==> src/rtl/core/trm_pkg.sv <==
// Package with the widths, constants and controller states of the traffic rate meter.
`default_nettype none

package trm_pkg;

  localparam int BYTE_COUNT_WIDTH = 40;
  localparam int PKT_ACC_W = 32;
  localparam int PKT_SUM_W = 40;
  localparam int CNT_W = 17;
  localparam int LIMIT_W = 16;
  localparam int OUT_BYTES_W = 40;
  localparam int OUT_PKTS_W = 32;

  localparam int SUM_W = (BYTE_COUNT_WIDTH + 8 > 64) ? 64 : BYTE_COUNT_WIDTH + 8;
  localparam int DIV_W = (SUM_W > PKT_SUM_W) ? SUM_W : PKT_SUM_W;
  localparam int DIV_CNT_W = $clog2(DIV_W + 1);

  localparam int LIMIT_RESET = 60;
  localparam int VALID_DIVISOR = 10;
  localparam int TENTH_W = $clog2(((1 << LIMIT_W) - 1) / VALID_DIVISOR + 1);
  localparam int TENTH_MUL_W = 17;
  localparam logic [TENTH_MUL_W-1:0] TENTH_MUL = 17'd52429;
  localparam int TENTH_SHIFT = 19;
  localparam int TENTH_PROD_W = LIMIT_W + TENTH_MUL_W;

  typedef enum logic [1:0] {
    ST_IDLE,
    ST_DIVIDE,
    ST_WRITE
  } state_t;

endpackage

`default_nettype wire

==> src/rtl/core/trm_divider.sv <==
// Bit-serial restoring divider producing one quotient bit per cycle.
`default_nettype none

module trm_divider (
  input  wire logic                        clk,
  input  wire logic                        rst,
  input  wire logic                        start,
  input  wire logic [trm_pkg::DIV_W-1:0]   dividend,
  input  wire logic [trm_pkg::CNT_W-1:0]   divisor,
  output logic                             done,
  output logic [trm_pkg::DIV_W-1:0]        quotient
);
  import trm_pkg::*;

  logic                 busy;
  logic [DIV_CNT_W-1:0] count;
  logic [CNT_W-1:0]     rem;
  logic [CNT_W-1:0]     dvs;
  logic [CNT_W:0]       trial;
  logic [CNT_W:0]       diff;
  logic                 qbit;

  assign trial = {rem, quotient[DIV_W-1]};
  assign diff  = trial - {1'b0, dvs};
  assign qbit  = (trial >= {1'b0, dvs});
  assign done  = busy && (count == DIV_CNT_W'(1));

  always_ff @(posedge clk) begin
    if (rst) begin
      busy  <= 1'b0;
      count <= '0;
    end else if (start) begin
      busy  <= 1'b1;
      count <= DIV_CNT_W'(DIV_W);
    end else if (busy) begin
      count <= count - DIV_CNT_W'(1);
      if (count == DIV_CNT_W'(1)) begin
        busy <= 1'b0;
      end
    end
  end

  always_ff @(posedge clk) begin
    if (start) begin
      rem      <= '0;
      dvs      <= divisor;
      quotient <= dividend;
    end else if (busy) begin
      rem      <= qbit ? diff[CNT_W-1:0] : trial[CNT_W-1:0];
      quotient <= {quotient[DIV_W-2:0], qbit};
    end
  end

endmodule

`default_nettype wire

==> src/rtl/core/traffic_rate_meter.sv <==
// Top level of the traffic rate meter: interval counters, running sums, peaks and averages.
//
// A packet transfer (req_type 0) adds its length and one packet to the interval counts,
// so packets may arrive on every cycle while the block is idle. A tick transfer
// (req_type 1) folds the interval counts into the running sums, updates the peaks and
// starts two bit-serial dividers for the averages; the block then holds in_stall high
// while the dividers run, and further while the previous result still waits in the
// output register. Each tick yields one result; packets yield none.
// interval_limit is written through cfg_wr_en and cfg_wr_data and resets to 60.
`default_nettype none

module traffic_rate_meter (
  input  wire logic                            clk,
  input  wire logic                            rst,
  input  wire logic                            cfg_wr_en,
  input  wire logic [trm_pkg::LIMIT_W-1:0]     cfg_wr_data,
  input  wire logic                            in_valid,
  output logic                                 in_stall,
  input  wire logic                            req_type,
  input  wire logic [15:0]                     pkt_len,
  output logic                                 out_valid,
  input  wire logic                            out_stall,
  output logic [trm_pkg::OUT_BYTES_W-1:0]      interval_bytes,
  output logic [trm_pkg::OUT_PKTS_W-1:0]       interval_packets,
  output logic                                 avg_valid,
  output logic [trm_pkg::OUT_BYTES_W-1:0]      avg_bytes,
  output logic [trm_pkg::OUT_PKTS_W-1:0]       avg_packets,
  output logic [trm_pkg::OUT_BYTES_W-1:0]      peak_bytes,
  output logic [trm_pkg::OUT_PKTS_W-1:0]       peak_packets
);
  import trm_pkg::*;

  localparam int BW = BYTE_COUNT_WIDTH;

  state_t state;
  state_t state_next;

  logic [LIMIT_W-1:0]   interval_limit;
  logic [TENTH_W-1:0]   limit_tenth;
  logic [TENTH_PROD_W-1:0] tenth_prod;

  logic [BW-1:0]        byte_acc;
  logic [PKT_ACC_W-1:0] pkt_acc;
  logic [SUM_W-1:0]     byte_sum;
  logic [PKT_SUM_W-1:0] pkt_sum;
  logic [CNT_W-1:0]     interval_count;
  logic [BW-1:0]        byte_peak;
  logic [PKT_ACC_W-1:0] pkt_peak;

  logic [BW:0]          byte_acc_add;
  logic [BW-1:0]        byte_acc_next;
  logic [PKT_ACC_W-1:0] pkt_acc_next;
  logic [SUM_W:0]       byte_sum_add;
  logic [SUM_W-1:0]     byte_sum_next;
  logic [PKT_SUM_W:0]   pkt_sum_add;
  logic [PKT_SUM_W-1:0] pkt_sum_next;
  logic [CNT_W-1:0]     count_next;
  logic [BW-1:0]        byte_peak_next;
  logic [PKT_ACC_W-1:0] pkt_peak_next;
  logic                 valid_next;
  logic                 halve;

  logic                 res_valid;
  logic [OUT_BYTES_W-1:0] res_bytes;
  logic [OUT_PKTS_W-1:0]  res_packets;
  logic [OUT_BYTES_W-1:0] res_peak_bytes;
  logic [OUT_PKTS_W-1:0]  res_peak_packets;

  logic                 pkt_take;
  logic                 tick_take;
  logic                 div_start;
  logic                 load_out;
  logic                 div_done;
  logic                 div_done_p;
  logic [DIV_W-1:0]     quo_bytes;
  logic [DIV_W-1:0]     quo_packets;
  logic [63:0]          quo_bytes_64;
  logic [63:0]          quo_packets_64;
  logic [63:0]          acc_bytes_64;
  logic [63:0]          peak_bytes_64;

  trm_divider u_div_bytes (
    .clk      (clk),
    .rst      (rst),
    .start    (div_start),
    .dividend (DIV_W'(byte_sum_next)),
    .divisor  (count_next),
    .done     (div_done),
    .quotient (quo_bytes)
  );

  trm_divider u_div_packets (
    .clk      (clk),
    .rst      (rst),
    .start    (div_start),
    .dividend (DIV_W'(pkt_sum_next)),
    .divisor  (count_next),
    .done     (div_done_p),
    .quotient (quo_packets)
  );

  assign tenth_prod = TENTH_PROD_W'(cfg_wr_data) * TENTH_PROD_W'(TENTH_MUL);

  always_ff @(posedge clk) begin
    if (rst) begin
      interval_limit <= LIMIT_W'(LIMIT_RESET);
      limit_tenth    <= TENTH_W'(LIMIT_RESET / VALID_DIVISOR);
    end else if (cfg_wr_en) begin
      interval_limit <= cfg_wr_data;
      limit_tenth    <= TENTH_W'(tenth_prod >> TENTH_SHIFT);
    end
  end

  always_comb begin
    byte_acc_add   = {1'b0, byte_acc} + (BW + 1)'(pkt_len);
    byte_acc_next  = byte_acc_add[BW] ? '1 : byte_acc_add[BW-1:0];
    pkt_acc_next   = (&pkt_acc) ? pkt_acc : pkt_acc + PKT_ACC_W'(1);
    byte_sum_add   = {1'b0, byte_sum} + (SUM_W + 1)'(byte_acc);
    byte_sum_next  = byte_sum_add[SUM_W] ? '1 : byte_sum_add[SUM_W-1:0];
    pkt_sum_add    = {1'b0, pkt_sum} + (PKT_SUM_W + 1)'(pkt_acc);
    pkt_sum_next   = pkt_sum_add[PKT_SUM_W] ? '1 : pkt_sum_add[PKT_SUM_W-1:0];
    count_next     = (&interval_count) ? interval_count : interval_count + CNT_W'(1);
    byte_peak_next = (byte_acc > byte_peak) ? byte_acc : byte_peak;
    pkt_peak_next  = (pkt_acc > pkt_peak) ? pkt_acc : pkt_peak;
    valid_next     = count_next > CNT_W'(limit_tenth);
    halve          = count_next > CNT_W'(interval_limit);
  end

  always_comb begin
    acc_bytes_64   = 64'(byte_acc);
    peak_bytes_64  = 64'(byte_peak_next);
    quo_bytes_64   = 64'(quo_bytes);
    quo_packets_64 = 64'(quo_packets);
  end

  always_comb begin
    state_next = state;
    unique case (state)
      ST_IDLE: begin
        if (tick_take) begin
          state_next = ST_DIVIDE;
        end
      end
      ST_DIVIDE: begin
        if (div_done) begin
          state_next = ST_WRITE;
        end
      end
      ST_WRITE: begin
        if (load_out) begin
          state_next = ST_IDLE;
        end
      end
      default: state_next = ST_IDLE;
    endcase
  end

  always_comb begin
    in_stall = 1'b1;
    load_out = 1'b0;
    unique case (state)
      ST_IDLE:   in_stall = 1'b0;
      ST_DIVIDE: in_stall = 1'b1;
      ST_WRITE:  load_out = !out_valid || !out_stall;
      default:   in_stall = 1'b1;
    endcase
  end

  assign pkt_take  = in_valid && !in_stall && !req_type;
  assign tick_take = in_valid && !in_stall && req_type;
  assign div_start = tick_take;

  always_ff @(posedge clk) begin
    if (rst) begin
      state <= ST_IDLE;
    end else begin
      state <= state_next;
    end
  end

  always_ff @(posedge clk) begin
    if (rst) begin
      byte_acc       <= '0;
      pkt_acc        <= '0;
      byte_sum       <= '0;
      pkt_sum        <= '0;
      interval_count <= '0;
      byte_peak      <= '0;
      pkt_peak       <= '0;
    end else if (pkt_take) begin
      byte_acc <= byte_acc_next;
      pkt_acc  <= pkt_acc_next;
    end else if (tick_take) begin
      byte_acc       <= '0;
      pkt_acc        <= '0;
      byte_peak      <= byte_peak_next;
      pkt_peak       <= pkt_peak_next;
      byte_sum       <= halve ? (byte_sum_next >> 1) : byte_sum_next;
      pkt_sum        <= halve ? (pkt_sum_next >> 1) : pkt_sum_next;
      interval_count <= halve ? (count_next >> 1) : count_next;
    end
  end

  always_ff @(posedge clk) begin
    if (tick_take) begin
      res_valid        <= valid_next;
      res_bytes        <= (|acc_bytes_64[63:OUT_BYTES_W]) ? '1 : acc_bytes_64[OUT_BYTES_W-1:0];
      res_packets      <= pkt_acc;
      res_peak_bytes   <= (|peak_bytes_64[63:OUT_BYTES_W]) ? '1
                                                            : peak_bytes_64[OUT_BYTES_W-1:0];
      res_peak_packets <= pkt_peak_next;
    end
  end

  always_ff @(posedge clk) begin
    if (rst) begin
      out_valid <= 1'b0;
    end else if (load_out) begin
      out_valid <= 1'b1;
    end else if (!out_stall) begin
      out_valid <= 1'b0;
    end
  end

  always_ff @(posedge clk) begin
    if (load_out) begin
      interval_bytes   <= res_bytes;
      interval_packets <= res_packets;
      avg_valid        <= res_valid;
      peak_bytes       <= res_peak_bytes;
      peak_packets     <= res_peak_packets;
      if (!res_valid) begin
        avg_bytes   <= '0;
        avg_packets <= '0;
      end else begin
        avg_bytes   <= (|quo_bytes_64[63:OUT_BYTES_W]) ? '1
                                                        : quo_bytes_64[OUT_BYTES_W-1:0];
        avg_packets <= (|quo_packets_64[63:OUT_PKTS_W]) ? '1
                                                         : quo_packets_64[OUT_PKTS_W-1:0];
      end
    end
  end

`ifndef SYNTHESIS
  a_tick_clears_counts: assert property (@(posedge clk) disable iff (rst)
    tick_take |=> (byte_acc == '0) && (pkt_acc == '0))
    else $error("interval counts not cleared after a tick");

  a_tick_starts_divide: assert property (@(posedge clk) disable iff (rst)
    tick_take |=> state == ST_DIVIDE)
    else $error("tick did not start the divide phase");

  a_dividers_in_step: assert property (@(posedge clk) disable iff (rst)
    div_done == div_done_p)
    else $error("dividers finished in different cycles");

  a_result_from_write: assert property (@(posedge clk) disable iff (rst)
    $rose(out_valid) |-> $past(state) == ST_WRITE)
    else $error("result presented outside the write phase");

  a_avg_zero_when_invalid: assert property (@(posedge clk) disable iff (rst)
    out_valid && !avg_valid |-> (avg_bytes == '0) && (avg_packets == '0))
    else $error("averages nonzero while not valid");
`endif

endmodule

`default_nettype wire
==> config.mk <==
export PLATFORM = sky130hd
export DESIGN_NAME = traffic_rate_meter
export DESIGN_NICKNAME = d
export VERILOG_FILES = /design/src/rtl/core/trm_pkg.sv /design/src/rtl/core/trm_divider.sv /design/src/rtl/core/traffic_rate_meter.sv
export SDC_FILE = /design/constraint.sdc
export NUM_CORES = 2
export LEC_CHECK = 0
export ABC_AREA = 0
export BUFFER_PORTS_ARGS = -buffer_cell sky130_fd_sc_hd__buf_2
export CAP_MARGIN = 20
export CORE_MARGIN = 4
export CORE_UTILIZATION = 30
export CTS_CLUSTER_SIZE = 25
export DETAILED_ROUTE_END_ITERATION = 16
export PLACE_DENSITY = 0.51
export SLEW_MARGIN = 5
export SYNTH_ARGS = -nofsm -noshare
export SYNTH_HDL_FRONTEND = slang
export SYNTH_SLANG_ARGS = --single-unit
==> constraint.sdc <==
create_clock -name clk -period 12.66 [get_ports clk]
set_clock_uncertainty 0.1 [all_clocks]
set_input_delay 1.266 -clock clk [delete_from_list [all_inputs] [get_ports clk]]
set_output_delay 1.266 -clock clk [all_outputs]
set_load 0.005 [all_outputs]
==> results.txt <==
- The flow ran to the end, and the final reports show no timing, DRC or antenna violations.
- Entering global routing, the biggest net connects 81 pins.
* Worst slack after detailed placement: 5240 ps
* Async SR Flop Fraction: 0%
- Sequential elements use 46.6% of the synthesized area.
- Total setup violations reported at the end of the flow: 0
* Clock Path Buffers: 3
- Fin crit share: 52.6%
- Highest-delay cell along the critical path: fa_1
- Wire length after detailed routing: 124000 um
- Dominant cell type by area after synthesis: edfxtp_1
- The die covers 155000 um2.
* Finished Layout Cells: 6581
* Number of DRC violations after detailed-routing iteration 0: 2133
- Number of placed instances with taps included: 6410
* Die height: 393 um
- In this run the horizontal extent of the chip is 393 um.
- Dividing total power by cell area gives a power density of 150 nW/um2.
- Summing every instance area after synthesis gives 44600 um2.
- The final layout contains 5054 nets.
- Initial core utilization: 30.2%
- Yosys printed 0 warnings.
- Post-CTS clock slew at the launch and capture registers of the worst setup and hold paths: 60 ps
* Post-cts sizing count: 0
* Routed wire length per instance: 18.8 um
- Remaining global-route overflow: 0
- The number of global-route vias before repair came to 32396.
- Clk Latency, worst-skew pair: 690 ps
- Row cnt: 141
* Delay of the slowest critical-path stage: 570 ps
- Inserted Clock Buffers: 89
- At the worst endpoint, the arrival time is 7150 ps.
- At the worst endpoint, the required time is 13150 ps.
- Leading register cell type out of synthesis: edfxtp_1
* Floorplan core area: 148000 um2
- Clock tree synthesis found a total of 804 sinks.
- Top library cells by usage in the layout, fill and taps aside: edfxtp_1 (467), nand2_1 (407), inv_1 (363)
- Largest fanout of any net on the critical path: 6
* Total global routing track utilization: 15.7%
- Setup repair after global routing left no endpoint under its margin.
- Cts-stage hold buffer count: 0
- Register bit total from synthesis: 804
- Actual slew at the worst max-slew pin: 996 ps
- Summed over all cells, the static leakage comes to 0.0207 uW.
- After layout, the worst setup slack is 6000 ps.
- Leaving out fill and tap cells, the most frequent cell in the layout is edfxtp_1.
* Number of nets produced by synthesis: 4858
* Area growth from synthesis to layout: 14.0%
* Critical Path Start Type: input port
- Max frequency: 150 MHz
- Dominant delay contributor by cell family on the critical path: adder cells
- MaxCap Viol Count: 0
* Level count of the clock H-tree: 3
- Walking the worst path, the cells encountered are buf_2 > ha_1 > inv_1 > fa_1 > inv_1 > fa_1 > fa_1 > fa_1 > inv_1 > fa_1 > inv_1 > ha_1 > and3_1 > a221oi_1 > o21ba_2 > o211ai_1 > a31oi_1 > a21oi_1 > a31oi_1 > a21oi_1 > xnor2_1 > a211oi_1.
- Synthesis produced a netlist whose cell count is 4377.
- Headroom to the max-slew limit came out at 32.7%.
- Final routed DRC violation total: 0
- Library cell used as clock root buffer: clkbuf_16
- The initial antenna violation count was 3.
* First-pass GRT wire length: 194000 um
- Antenna violation net count after detailed routing: 0
- Worst min-delay path category: register to register
- Classification of the worst setup path: input port to register
- Together, buffers and inverters on the worst path number 5.
- Fraction of final layout cells with drive strength greater than 1: 11.7%
* Clock tree from TritonCTS: built
- Total iterations of the first detailed-routing run: 5
* Number of enable-type register cells in the synthesized netlist: 467
- The congestion estimate from routability-driven global placement came to 0.864.
- For this design the top-level I/O count stands at 257.
- The number of setup buffers added after CTS is 0.
- In this run the mean area of a mapped cell was 10.2 um2.
- Number of hold-slack violations in the final timing report: 0
- Post-layout minimum cycle time: 6660 ps
- Top cells by area, synth: edfxtp_1 (31%), dfxtp_1 (15%), ha_1 (10%), fa_1 (3.8%), nand2_1 (3.5%)
- After legalization and detailed placement, the total HPWL measured 90100 um.
- Worst voltage drop across the vdd grid: 0.103 mV
- Setup_tns: 0 ps
- CP Capture Type: register
- Using the TritonRoute via totals, the vias-per-cell ratio works out to 4.95.
* Share of Yosys cell area claimed by the top area cell type: 31.5%
- The final route contains 32587 vias.
- Netlist cell types: 100
- Port buffering added 256 buffers.
* Final Max Slew Viols: 0
- Top cell by count, worst path: fa_1
area by class of cell:
type	instances	area [um2]
timing repair buffer	297	1630
clock inverter	45	577
fill	14882	96800
tap	1930	2410
clock buffer	122	2390
antenna	2	5.00
sequential	804	20800
multi-input combinational	3015	21600
inverter	366	1380
cell families after synthesis:
logic type | Yosys count | synth area share [%]
AND/OR/NAND/NOR | 1171 | 12.0
adder cells (fa/ha/maj) | 443 | 13.9
buffers and inverters | 558 | 5.05
multiplexers | 125 | 2.92
XOR/XNOR | 161 | 3.16
AO/OA/AOI/OAI | 1115 | 16.4
flip-flops | 804 | 46.6
final timing paths:
kind                            from         endpoint  cells past startpoint  slack (ps)
setup reg to reg   interval_count[6]     byte_sum[32]                     19        6730
hold / removal    res_peak_bytes[37]   peak_bytes[37]                      0         300
setup / recovery      cfg_wr_data[7]  limit_tenth[12]                     22        6000
hold reg to reg   res_peak_bytes[37]   peak_bytes[37]                      0         300
worst register-to-register path, delay by kind of cell, from the launching register on:
family / cells / cell delay [ps]
AND/OR/NAND/NOR: 8 / 2130
AO/OA/AOI/OAI: 7 / 1700
buffers and inverters: 2 / 620
XOR/XNOR: 1 / 490
flip-flops: 1 / 430
adder cells (fa/ha/maj): 1 / 360
per-stage QoR:
stage                     area, um2  power (uW)  utilization, %  hold slack [ps]
after detailed placement      47800        5050            32.4              305
after global placement        47800        5030            32.4              302
final                         50800        7650            34.4              299
after floorplan               44600        4560               -              300
after CTS                     50800        7760            34.4              304
after global routing          50800        8180            34.4              322
where the power goes:
| part | leakage, uW | switching, uW | total, uW | internal [uW] |
|---|---|---|---|---|
| combinational | 0.0121 | 1170 | 2000 | 831 |
| clock | 0.00144 | 1090 | 2650 | 1560 |
| sequential | 0.00719 | 87.0 | 3000 | 2910 |
registers in the layout, indices dropped and copies added, names as in the netlist, 13 cells and up:
signal                  flops
pkt_sum                    40
avg_bytes                  40
u_div_packets.quotient     48
pkt_peak                   32
interval_bytes             40
res_peak_packets           32
interval_count             17
interval_limit             16
byte_peak                  40
u_div_bytes.dvs            17
u_div_bytes.quotient       48
res_packets                32
peak_packets               32
byte_acc                   40
pkt_acc                    32
peak_bytes                 40
avg_packets                32
res_peak_bytes             40
res_bytes                  40
byte_sum                   48
interval_packets           32
u_div_bytes.rem            17
u_div_packets.rem          17
limit_tenth                13
Yosys cell counts, drive strengths merged, types with 41 or more instances:
library cell / instances
edfxtp: 467
nand2: 414
inv: 365
ha: 359
nor2: 346
dfxtp: 337
o21ai: 300
a21oi: 274
clkbuf: 139
o21a: 122
nand3: 104
a21o: 93
xnor2: 91
fa: 84
mux2i: 84
xor2: 70
nor3: 57
a211oi: 53
buf: 53
nand4: 51
mux2: 41
layer usage:
| layer | global-route usage (%) | vias to the layer above | wire length, um |
|---|---|---|---|
| li1 | - | 16145 | - |
| met2 | 26.0 | 631 | 57700 |
| met4 | 4.76 | 0 | 3080 |
| met1 | 21.3 | 15659 | 58000 |
| met5 | 0 | - | 0 |
| met3 | 2.07 | 152 | 4870 |
(Power assumes the default switching activity.)
